==> config.mk <==
export PLATFORM = sky130hd
export DESIGN_NAME = voice_channel_picker_top
export DESIGN_NICKNAME = d
export VERILOG_FILES = /design/src/sv/vcp_pkg.sv /design/src/sv/vcp_voice_ram.sv /design/src/sv/vcp_scan_engine.sv /design/src/sv/voice_channel_picker_top.sv
export VERILOG_INCLUDE_DIRS = /design/src /design/src/sv
export SDC_FILE = /design/constraint.sdc
export NUM_CORES = 1
export LEC_CHECK = 0
export BUFFER_PORTS_ARGS = -buffer_cell sky130_fd_sc_hd__buf_2
export CORE_UTILIZATION = 40
export CTS_BUF_LIST = sky130_fd_sc_hd__clkbuf_8 sky130_fd_sc_hd__clkbuf_16
export DETAILED_ROUTE_END_ITERATION = 10
export PLACE_DENSITY_LB_ADDON = 0.3
export SYNTH_ARGS = -nofsm -noshare
export SYNTH_HDL_FRONTEND = slang
export SYNTH_HIERARCHICAL = 1
export SYNTH_SLANG_ARGS = --single-unit
==> constraint.sdc <==
create_clock -name i_clk -period 7.66 [get_ports i_clk]
set_input_delay 0.766 -clock i_clk [delete_from_list [all_inputs] [get_ports i_clk]]
set_output_delay 0.766 -clock i_clk [all_outputs]
set_load 0.005 [all_outputs]
==> src/sv/voice_channel_picker_top_defines.svh <==
// assertion macros for the voice channel picker
// included by voice_channel_picker_top; no other dependencies
`ifndef VOICE_CHANNEL_PICKER_TOP_DEFINES_SVH
`define VOICE_CHANNEL_PICKER_TOP_DEFINES_SVH

`ifndef ASSERT_OFF
// same-cycle implication checked at every clock while out of reset
`define VCP_ASSERT_NOW(lbl, clk, rst_n, ante, cons) \
    lbl: assert property (@(posedge clk) disable iff (!rst_n) (ante) |-> (cons)) \
        else $error("vcp assertion failed");
// next-cycle implication checked at every clock while out of reset
`define VCP_ASSERT_NEXT(lbl, clk, rst_n, ante, cons) \
    lbl: assert property (@(posedge clk) disable iff (!rst_n) (ante) |=> (cons)) \
        else $error("vcp assertion failed");
`else
`define VCP_ASSERT_NOW(lbl, clk, rst_n, ante, cons)
`define VCP_ASSERT_NEXT(lbl, clk, rst_n, ante, cons)
`endif

`endif

==> src/sv/vcp_pkg.sv <==
// shared types and constants of the voice channel picker
// used by vcp_voice_ram, vcp_scan_engine and voice_channel_picker_top
package vcp_pkg;

    localparam int ENTITY_W      = 12;
    localparam int CHAN_W        = 4;
    localparam int TIME_W        = 32;
    localparam int SLOT_W        = 3;
    localparam int VOICE_INDEX_W = 4;

    localparam logic [CHAN_W-1:0] ANY_CHANNEL         = 4'hF;
    localparam logic [CHAN_W-1:0] NO_OVERRIDE_CHANNEL = 4'h0;
    localparam logic [TIME_W-1:0] LIFE_LIMIT          = 32'h7fff_ffff;

    localparam logic MODE_ALLOCATE = 1'b0;
    localparam logic MODE_RELEASE  = 1'b1;

    // register index as seen on paddr[2]
    localparam logic REG_LISTENER_IDX = 1'b0;

    typedef struct packed {
        logic [ENTITY_W-1:0] owner;
        logic [CHAN_W-1:0]   chan;
        logic [TIME_W-1:0]   end_time;
        logic                active;
    } t_voice;

    typedef struct packed {
        logic                mode;
        logic [ENTITY_W-1:0] entity;
        logic [CHAN_W-1:0]   chan;
        logic [TIME_W-1:0]   now;
        logic [TIME_W-1:0]   end_time;
        logic [SLOT_W-1:0]   slot;
    } t_request;

    typedef struct packed {
        logic                     found;
        logic [VOICE_INDEX_W-1:0] voice_index;
        logic                     was_active;
    } t_result;

endpackage

==> src/sv/vcp_voice_ram.sv <==
// voice table memory: one write port, one registered read port
// depends on vcp_pkg (t_voice); entries never written read as all zero
module vcp_voice_ram #(
    parameter int DEPTH = 8,
    localparam int IDX_W = (DEPTH > 1) ? $clog2(DEPTH) : 1
) (
    input  logic                 i_clk,
    input  logic                 i_rst_n,
    input  logic                 i_rd_en,
    input  logic [IDX_W-1:0]     i_rd_addr,
    output vcp_pkg::t_voice      o_rd_data,
    input  logic                 i_wr_en,
    input  logic [IDX_W-1:0]     i_wr_addr,
    input  vcp_pkg::t_voice      i_wr_data
);

    vcp_pkg::t_voice r_mem [DEPTH];
    vcp_pkg::t_voice r_rd_q;
    logic [DEPTH-1:0] r_valid;
    logic             r_rd_valid;

    always_ff @(posedge i_clk) begin
        if (i_wr_en) begin
            r_mem[i_wr_addr] <= i_wr_data;
        end
        if (i_rd_en) begin
            r_rd_q <= r_mem[i_rd_addr];
        end
    end

    // written marks stand in for the zero reset of the table
    always_ff @(posedge i_clk) begin
        if (!i_rst_n) begin
            r_valid    <= '0;
            r_rd_valid <= 1'b0;
        end else begin
            if (i_wr_en) begin
                r_valid[i_wr_addr] <= 1'b1;
            end
            if (i_rd_en) begin
                r_rd_valid <= r_valid[i_rd_addr];
            end
        end
    end

    assign o_rd_data = r_rd_valid ? r_rd_q : '0;

endmodule

==> src/sv/vcp_scan_engine.sv <==
// sequencer that scans the table for a voice or frees one; writes it back
// depends on vcp_pkg; drives the ports of vcp_voice_ram
module vcp_scan_engine #(
    parameter int DYNAMIC_VOICES = 8,
    parameter int AMBIENT_VOICES = 4,
    localparam int IDX_W = (DYNAMIC_VOICES > 1) ? $clog2(DYNAMIC_VOICES) : 1
) (
    input  logic                            i_clk,
    input  logic                            i_rst_n,
    input  logic                            i_start,
    input  vcp_pkg::t_request               i_req,
    input  logic [vcp_pkg::ENTITY_W-1:0]    i_listener,
    output logic                            o_busy,
    output logic                            o_rd_en,
    output logic [IDX_W-1:0]                o_rd_addr,
    input  vcp_pkg::t_voice                 i_rd_data,
    output logic                            o_wr_en,
    output logic [IDX_W-1:0]                o_wr_addr,
    output vcp_pkg::t_voice                 o_wr_data,
    output logic                            o_done,
    output vcp_pkg::t_result                o_result
);

    typedef enum logic [3:0] {
        S_IDLE    = 4'b0001,
        S_SCAN    = 4'b0010,
        S_CLAIM   = 4'b0100,
        S_RELEASE = 4'b1000
    } t_state;

    localparam logic [IDX_W-1:0] LAST_IDX = IDX_W'(DYNAMIC_VOICES - 1);

    t_state                        r_state, n_state;
    vcp_pkg::t_request             r_req, n_req;
    logic [IDX_W-1:0]              r_chk_idx, n_chk_idx;
    logic [IDX_W-1:0]              r_pick, n_pick;
    logic                          r_pick_found, n_pick_found;
    logic                          r_pick_active, n_pick_active;
    logic [vcp_pkg::TIME_W-1:0]    r_best, n_best;
    logic                          r_rel_ok, n_rel_ok;
    logic                          r_done, n_done;
    vcp_pkg::t_result              r_result, n_result;

    logic                          accept;
    logic                          slot_ok;
    logic                          hit;
    logic                          guarded;
    logic [vcp_pkg::TIME_W-1:0]    life;
    logic                          better;
    logic                          last;

    assign accept  = i_start && (r_state == S_IDLE);
    assign slot_ok = (32'(i_req.slot) < 32'(DYNAMIC_VOICES));

    // per-entry checks on the word returned for r_chk_idx
    assign hit = (r_req.chan != vcp_pkg::NO_OVERRIDE_CHANNEL)
              && (i_rd_data.owner == r_req.entity)
              && ((i_rd_data.chan == r_req.chan) || (r_req.chan == vcp_pkg::ANY_CHANNEL));
    assign guarded = (i_rd_data.owner == i_listener) && (r_req.entity != i_listener)
                  && i_rd_data.active;
    assign life   = i_rd_data.end_time - r_req.now;
    assign better = $signed(life) < $signed(r_best);
    assign last   = (r_chk_idx == LAST_IDX);

    // read one entry ahead of the one being checked
    always_comb begin
        o_rd_en   = accept || (r_state == S_SCAN);
        o_rd_addr = r_chk_idx + 1'b1;
        if (r_state == S_IDLE) begin
            o_rd_addr = (i_req.mode == vcp_pkg::MODE_RELEASE) ? IDX_W'(i_req.slot) : '0;
        end
    end

    always_comb begin
        n_state       = r_state;
        n_req         = r_req;
        n_chk_idx     = r_chk_idx;
        n_pick        = r_pick;
        n_pick_found  = r_pick_found;
        n_pick_active = r_pick_active;
        n_best        = r_best;
        n_rel_ok      = r_rel_ok;
        n_done        = 1'b0;
        n_result      = r_result;
        o_wr_en       = 1'b0;
        o_wr_addr     = r_pick;
        o_wr_data     = '{owner: r_req.entity, chan: r_req.chan,
                          end_time: r_req.end_time, active: 1'b1};
        case (r_state)
            S_IDLE: begin
                if (accept) begin
                    n_req         = i_req;
                    n_chk_idx     = '0;
                    n_pick_found  = 1'b0;
                    n_pick_active = 1'b0;
                    n_best        = vcp_pkg::LIFE_LIMIT;
                    n_rel_ok      = slot_ok;
                    n_state = (i_req.mode == vcp_pkg::MODE_RELEASE) ? S_RELEASE : S_SCAN;
                end
            end
            S_SCAN: begin
                n_chk_idx = r_chk_idx + 1'b1;
                if (hit) begin
                    n_pick        = r_chk_idx;
                    n_pick_found  = 1'b1;
                    n_pick_active = i_rd_data.active;
                    n_state       = S_CLAIM;
                end else begin
                    if (!guarded && better) begin
                        n_best        = life;
                        n_pick        = r_chk_idx;
                        n_pick_found  = 1'b1;
                        n_pick_active = i_rd_data.active;
                    end
                    if (last) begin
                        n_state = S_CLAIM;
                    end
                end
            end
            S_CLAIM: begin
                o_wr_en  = r_pick_found;
                n_done   = 1'b1;
                n_result.found       = r_pick_found;
                n_result.voice_index = r_pick_found
                    ? vcp_pkg::VOICE_INDEX_W'(AMBIENT_VOICES + 32'(r_pick)) : '0;
                n_result.was_active  = r_pick_found && r_pick_active;
                n_state  = S_IDLE;
            end
            S_RELEASE: begin
                // owner and channel stay, the voice goes idle
                o_wr_en   = r_rel_ok;
                o_wr_addr = IDX_W'(r_req.slot);
                o_wr_data = '{owner: i_rd_data.owner, chan: i_rd_data.chan,
                              end_time: '0, active: 1'b0};
                n_done    = 1'b1;
                n_result.found       = r_rel_ok;
                n_result.voice_index = r_rel_ok
                    ? vcp_pkg::VOICE_INDEX_W'(AMBIENT_VOICES + 32'(r_req.slot)) : '0;
                n_result.was_active  = r_rel_ok && i_rd_data.active;
                n_state   = S_IDLE;
            end
            default: begin
                n_state = S_IDLE;
            end
        endcase
    end

    always_ff @(posedge i_clk) begin
        if (!i_rst_n) begin
            r_state <= S_IDLE;
            r_done  <= 1'b0;
        end else begin
            r_state <= n_state;
            r_done  <= n_done;
        end
    end

    always_ff @(posedge i_clk) begin
        r_req         <= n_req;
        r_chk_idx     <= n_chk_idx;
        r_pick        <= n_pick;
        r_pick_found  <= n_pick_found;
        r_pick_active <= n_pick_active;
        r_best        <= n_best;
        r_rel_ok      <= n_rel_ok;
        r_result      <= n_result;
    end

    assign o_busy   = (r_state != S_IDLE);
    assign o_done   = r_done;
    assign o_result = r_result;

endmodule

==> src/sv/voice_channel_picker_top.sv <==
// top level of the voice channel picker: apb register, scan engine, voice table
// depends on vcp_pkg, vcp_voice_ram, vcp_scan_engine, voice_channel_picker_top_defines.svh
//
// usage
//   command channel: a word is taken at a clock edge with start high and busy low.
//   i_mode 0 allocates a voice for i_entity / i_entity_channel ending at
//   i_end_time; i_mode 1 releases dynamic voice i_slot.
//   result channel: o_done is high for one cycle with o_found, o_voice_index
//   and o_was_active; every command gives exactly one result word.
//   the receiver cannot stall; o_done drops after that cycle, the result bits hold.
//   an allocate reads the table through the single read port, one
//   entry a cycle, until an entry is overridden or the last entry is checked,
//   then writes back the picked voice, if any; the result word is registered
//   from the claim state. a release does one read, when the command is taken,
//   and one write of that slot for a slot below DYNAMIC_VOICES.
//   busy stays high until the result cycle, so the next command can be
//   taken in the cycle the result shows, and table accesses never overlap.
//   apb register 0 (byte address 0) holds the listener entity.
//   reset clears the listener register and marks every table entry unwritten,
//   which reads as zero; no clearing pass is needed.
module voice_channel_picker_top #(
    parameter int DYNAMIC_VOICES = 8,
    parameter int AMBIENT_VOICES = 4
) (
    input  logic                                 i_clk,
    input  logic                                 i_rst_n,
    input  logic                                 psel,
    input  logic                                 penable,
    input  logic                                 pwrite,
    input  logic [2:0]                           paddr,
    input  logic [31:0]                          pwdata,
    output logic [31:0]                          prdata,
    output logic                                 pready,
    input  logic                                 start,
    output logic                                 busy,
    input  logic                                 i_mode,
    input  logic [vcp_pkg::ENTITY_W-1:0]         i_entity,
    input  logic signed [vcp_pkg::CHAN_W-1:0]    i_entity_channel,
    input  logic [vcp_pkg::TIME_W-1:0]           i_now,
    input  logic [vcp_pkg::TIME_W-1:0]           i_end_time,
    input  logic [vcp_pkg::SLOT_W-1:0]           i_slot,
    output logic                                 o_done,
    output logic                                 o_found,
    output logic [vcp_pkg::VOICE_INDEX_W-1:0]    o_voice_index,
    output logic                                 o_was_active
);

    `include "voice_channel_picker_top_defines.svh"

    localparam int IDX_W = (DYNAMIC_VOICES > 1) ? $clog2(DYNAMIC_VOICES) : 1;

    logic [vcp_pkg::ENTITY_W-1:0] r_listener;
    logic                         reg_sel;
    logic                         reg_wr;
    vcp_pkg::t_request            req;
    vcp_pkg::t_result             result;
    vcp_pkg::t_voice              rd_data;
    vcp_pkg::t_voice              wr_data;
    logic                         rd_en;
    logic                         wr_en;
    logic [IDX_W-1:0]             rd_addr;
    logic [IDX_W-1:0]             wr_addr;

    assign pready  = 1'b1;
    assign reg_sel = (paddr[2] == vcp_pkg::REG_LISTENER_IDX);
    assign reg_wr  = psel && penable && pwrite && pready && reg_sel;
    assign prdata  = reg_sel ? {20'b0, r_listener} : 32'b0;

    always_ff @(posedge i_clk) begin
        if (!i_rst_n) begin
            r_listener <= '0;
        end else if (reg_wr) begin
            r_listener <= pwdata[vcp_pkg::ENTITY_W-1:0];
        end
    end

    assign req = '{mode: i_mode, entity: i_entity, chan: $unsigned(i_entity_channel),
                   now: i_now, end_time: i_end_time, slot: i_slot};

    vcp_scan_engine #(
        .DYNAMIC_VOICES (DYNAMIC_VOICES),
        .AMBIENT_VOICES (AMBIENT_VOICES)
    ) u_engine (
        .i_clk      (i_clk),
        .i_rst_n    (i_rst_n),
        .i_start    (start),
        .i_req      (req),
        .i_listener (r_listener),
        .o_busy     (busy),
        .o_rd_en    (rd_en),
        .o_rd_addr  (rd_addr),
        .i_rd_data  (rd_data),
        .o_wr_en    (wr_en),
        .o_wr_addr  (wr_addr),
        .o_wr_data  (wr_data),
        .o_done     (o_done),
        .o_result   (result)
    );

    vcp_voice_ram #(
        .DEPTH (DYNAMIC_VOICES)
    ) u_ram (
        .i_clk     (i_clk),
        .i_rst_n   (i_rst_n),
        .i_rd_en   (rd_en),
        .i_rd_addr (rd_addr),
        .o_rd_data (rd_data),
        .i_wr_en   (wr_en),
        .i_wr_addr (wr_addr),
        .i_wr_data (wr_data)
    );

    assign o_found       = result.found;
    assign o_voice_index = result.voice_index;
    assign o_was_active  = result.was_active;

    // a taken command keeps the engine busy in the next cycle
    `VCP_ASSERT_NEXT(a_accept_busy, i_clk, i_rst_n, start && !busy, busy)
    // a result only follows a busy cycle and frees the engine
    `VCP_ASSERT_NOW(a_done_idle, i_clk, i_rst_n, o_done, !busy && $past(busy))
    // table is never written while a new command could be taken
    `VCP_ASSERT_NOW(a_wr_busy, i_clk, i_rst_n, wr_en, busy)
    // a miss reports no voice and no cut
    `VCP_ASSERT_NOW(a_miss_zero, i_clk, i_rst_n, o_done && !o_found,
        (o_voice_index == '0) && !o_was_active)

endmodule
==> flow_summary.json <==
{
  "area_growth_syn_to_layout_pct": 14.6,
  "clock-root-buffer": "clkbuf_16",
  "grt_pass1_wl_microns": 84100,
  "ir_worst_vdd_uv": 131,
  "max_freq_mhz": 170,
  "maxSlewViolCount": 0,
  "cp_max_fo": 32,
  "cts_resized": 0,
  "rsz0062_at_grt": "no",
  "synth_cell_type_count": 72,
  "overflow": 0,
  "dpl.hpwl_microns": 32400,
  "htreeDepth": 3,
  "grtUsageTotal_pct": 16.9,
  "cts_hold_buf": 0,
  "diodes": 0,
  "post_cts_buffers": 0,
  "async_flop_share_pct": 0,
  "synth_top_area_share_pct": 66.2,
  "synth_top_area_cell": "edfxtp_1",
  "cap_violations": 0,
  "crit_slowest_cell": "dfxtp_1",
  "die_y_microns": 256,
  "rows": 92,
  "hold_depth": 1,
  "clk_latency_ns": 0.61,
  "synth_most_common_cell": "edfxtp_1",
  "ant_nets": 0,
  "antenna_found_initial": 0,
  "clkTransAtPathRegs_ns": 0.06,
  "drt-initial-drc-count": 1002,
  "worstHoldStart": "i_end_time[0]",
  "r2r_setup_slack_ns": 1.77,
  "portBuffers": 122,
  "hold_ws_ns": 0.331,
  "reg2reg_to": "u_engine/r_best[4]",
  "grt_max_degree": 103,
  "r2r_start": "u_ram/r_rd_valid",
  "status": "completed",
  "cp_top_family": "compound AO/OA/AOI/OAI gates",
  "timing.final.ws_setup_ns": 1.77,
  "finalHoldViolCount": 0,
  "layout-drive-gt1-share_pct": 23.4,
  "cts_tree": "built",
  "cts_made_buffers": 66,
  "synth_edf_count": 570,
  "synth_common_cells": "570 x edfxtp_1, 137 x nand2_1, 99 x mux4_2",
  "syn_area_sq_um": 25900,
  "num_vias": 13700,
  "wirelength_microns": 55200,
  "start_util_pct": 40.7,
  "max_slew_margin_pct": 30.5,
  "synthTopCellsByArea": "edfxtp_1 66%, mux4_2 8.6%, ha_1 3.1%",
  "wl_per_cell_microns": 20.8,
  "worst_pin_slew_ns": 1.04,
  "criticalPathCategory": "flop to flop",
  "cp_num_buf_inv": 3,
  "drtPass1Iterations": 7,
  "place_ws_ns": 1.78,
  "power_density_nw_per_um2": 260,
  "synthCells": 1606,
  "crit_chain": "buf_4, and2_1, inv_1, ha_1, nor2b_1, o2111ai_1, a2111oi_1, nor2_1, a21oi_2, o22ai_1, xor2_1, ha_1, and4_1, nand2_1, o21ai_0, a21oi_1, a211oi_1, a21oi_1, o21ai_2, buf_4",
  "holdCritPathClass": "primary input to flop",
  "arrival_ns": 6.12,
  "required_ns": 7.90,
  "end_kind": "flop",
  "clockBufferDepth": 3,
  "whs_endpoint": "u_engine/r_req[3]",
  "first_global_vias": 14000,
  "synth_seq_area_share_pct": 68.2,
  "coreArea_sq_um": 63500,
  "post_drt_via_cell_ratio": 5.15,
  "tns_ns": 0,
  "synth_ff_type": "edfxtp_1",
  "drc": 0,
  "min_period_ns": 5.89,
  "critPathMaxStageDelay_ns": 0.89,
  "start_kind": "flop",
  "rr_worst_depth": 20,
  "finalCritPeriodShare_pct": 76.9,
  "syn_avg_cell_area_sq_um": 16.1,
  "fin_nets": 1945,
  "fin_skew_ns": 0.0271,
  "clock-sinks": 596,
  "synth-seq-cells": 596,
  "leakage_nw": 10.6,
  "die_w_microns": 256,
  "yosysWarnings": 6,
  "setup-violations-final": 0,
  "die_area_sq_um": 65700,
  "io_pins": 166,
  "place_congestion": 0.838
}
## worst reg2reg max path, stage by stage (launching register included)
cell       delay, ns
dfxtp_1         0.89
buf_4           0.40
and2_1          0.19
inv_1           0.05
ha_1            0.22
nor2b_1         0.15
o2111ai_1       0.16
a2111oi_1       0.56
nor2_1          0.31
a21oi_2         0.30
o22ai_1         0.22
xor2_1          0.20
ha_1            0.34
and4_1          0.25
nand2_1         0.06
o21ai_0         0.28
a21oi_1         0.07
a211oi_1        0.18
a21oi_1         0.13
o21ai_2         0.15
buf_4           0.39
## cell usage in the layout, fill, tap and decap left out, types with 35 or more instances in the layout
| cell | synthesis | final |
|---|---|---|
| mux2_2 | 50 | 50 |
| inv_1 | 81 | 90 |
| nand2_1 | 137 | 137 |
| and2_1 | 94 | 94 |
| buf_2 | 6 | 122 |
| clkbuf_16 | 0 | 67 |
| mux4_2 | 99 | 99 |
| a21oi_1 | 49 | 48 |
| ha_1 | 64 | 64 |
| nor2_1 | 41 | 35 |
| edfxtp_1 | 570 | 570 |
## routing by layer
| layer | vias up | part of all wire [%] | GRT usage [%] |
|---|---|---|---|
| met5 | - | 0 | 0 |
| met4 | 0 | 2.1 | 5.36 |
| met3 | 71 | 4.0 | 2.40 |
| met2 | 324 | 49 | 27.9 |
| met1 | 6901 | 45 | 22.9 |
| li1 | 6362 | - | - |
## sequential cells by signal, summed over array words and instances, names as in the netlist, 3 cells and up
| register | cells |
|---|---|
| u_ram/r_mem | 392 |
| u_engine/r_req | 83 |
| u_ram/r_rd_q | 49 |
| u_engine/r_best | 32 |
| r_listener | 12 |
| u_ram/r_valid | 8 |
| u_engine/o_result | 6 |
| u_engine/r_state | 4 |
| u_engine/r_chk_idx | 3 |
| u_engine/r_pick | 3 |
## worst max-delay path by stage
stage | startpoint | to | cells after the start
after global placement | u_ram/r_rd_valid | u_engine/r_best[9] | 19
after detailed placement | u_ram/r_rd_valid | u_engine/r_best[9] | 20
after CTS | u_ram/r_rd_valid | u_engine/r_best[4] | 20
final | u_ram/r_rd_valid | u_engine/r_best[4] | 20
after global routing | u_ram/r_rd_valid | u_engine/r_best[5] | 20
after floorplan | u_ram/r_rd_valid | u_engine/r_best[0] | 19
## area by class of cell
cell class	instances	area (sq um)
clock buffers	68	1690
clock inverters	53	558
fillers	5378	33900
inverters	82	310
multi-input cells	866	7600
flip-flops and latches	596	17600
well taps	846	1060
repair buffers	143	781
## per-stage QoR
step	util (%)	instance area (sq um)	instances	power (W)
after global placement	43.1	27400	2533	0.00456
after floorplan	-	25900	1625	0.00437
after global routing	46.6	29600	2654	0.00799
final	46.6	29600	2654	0.00771
after detailed placement	43.1	27400	2533	0.00457
after CTS	46.6	29600	2654	0.00780
## cell families (layout without fill, tap and decap cells)
group           after synthesis  in the layout  synth area share [%]
compound gates              160            160                  4.12
mux                         172            172                  11.7
other cells                   2             21                0.0290
fa+ha+maj                    65             65                  3.17
flops                       596            596                  68.2
buf+inv                     163            346                  3.10
xor+xnor                     64             64                  2.17
simple gates                384            384                  7.56
## report_power, final
group	switching, W	total, W	internal (W)
clock network	0.00129	0.00321	0.00192
registers	0.0000407	0.00373	0.00369
logic	0.000434	0.000770	0.000336
Note: power is estimated with default switching activity, not from simulation.
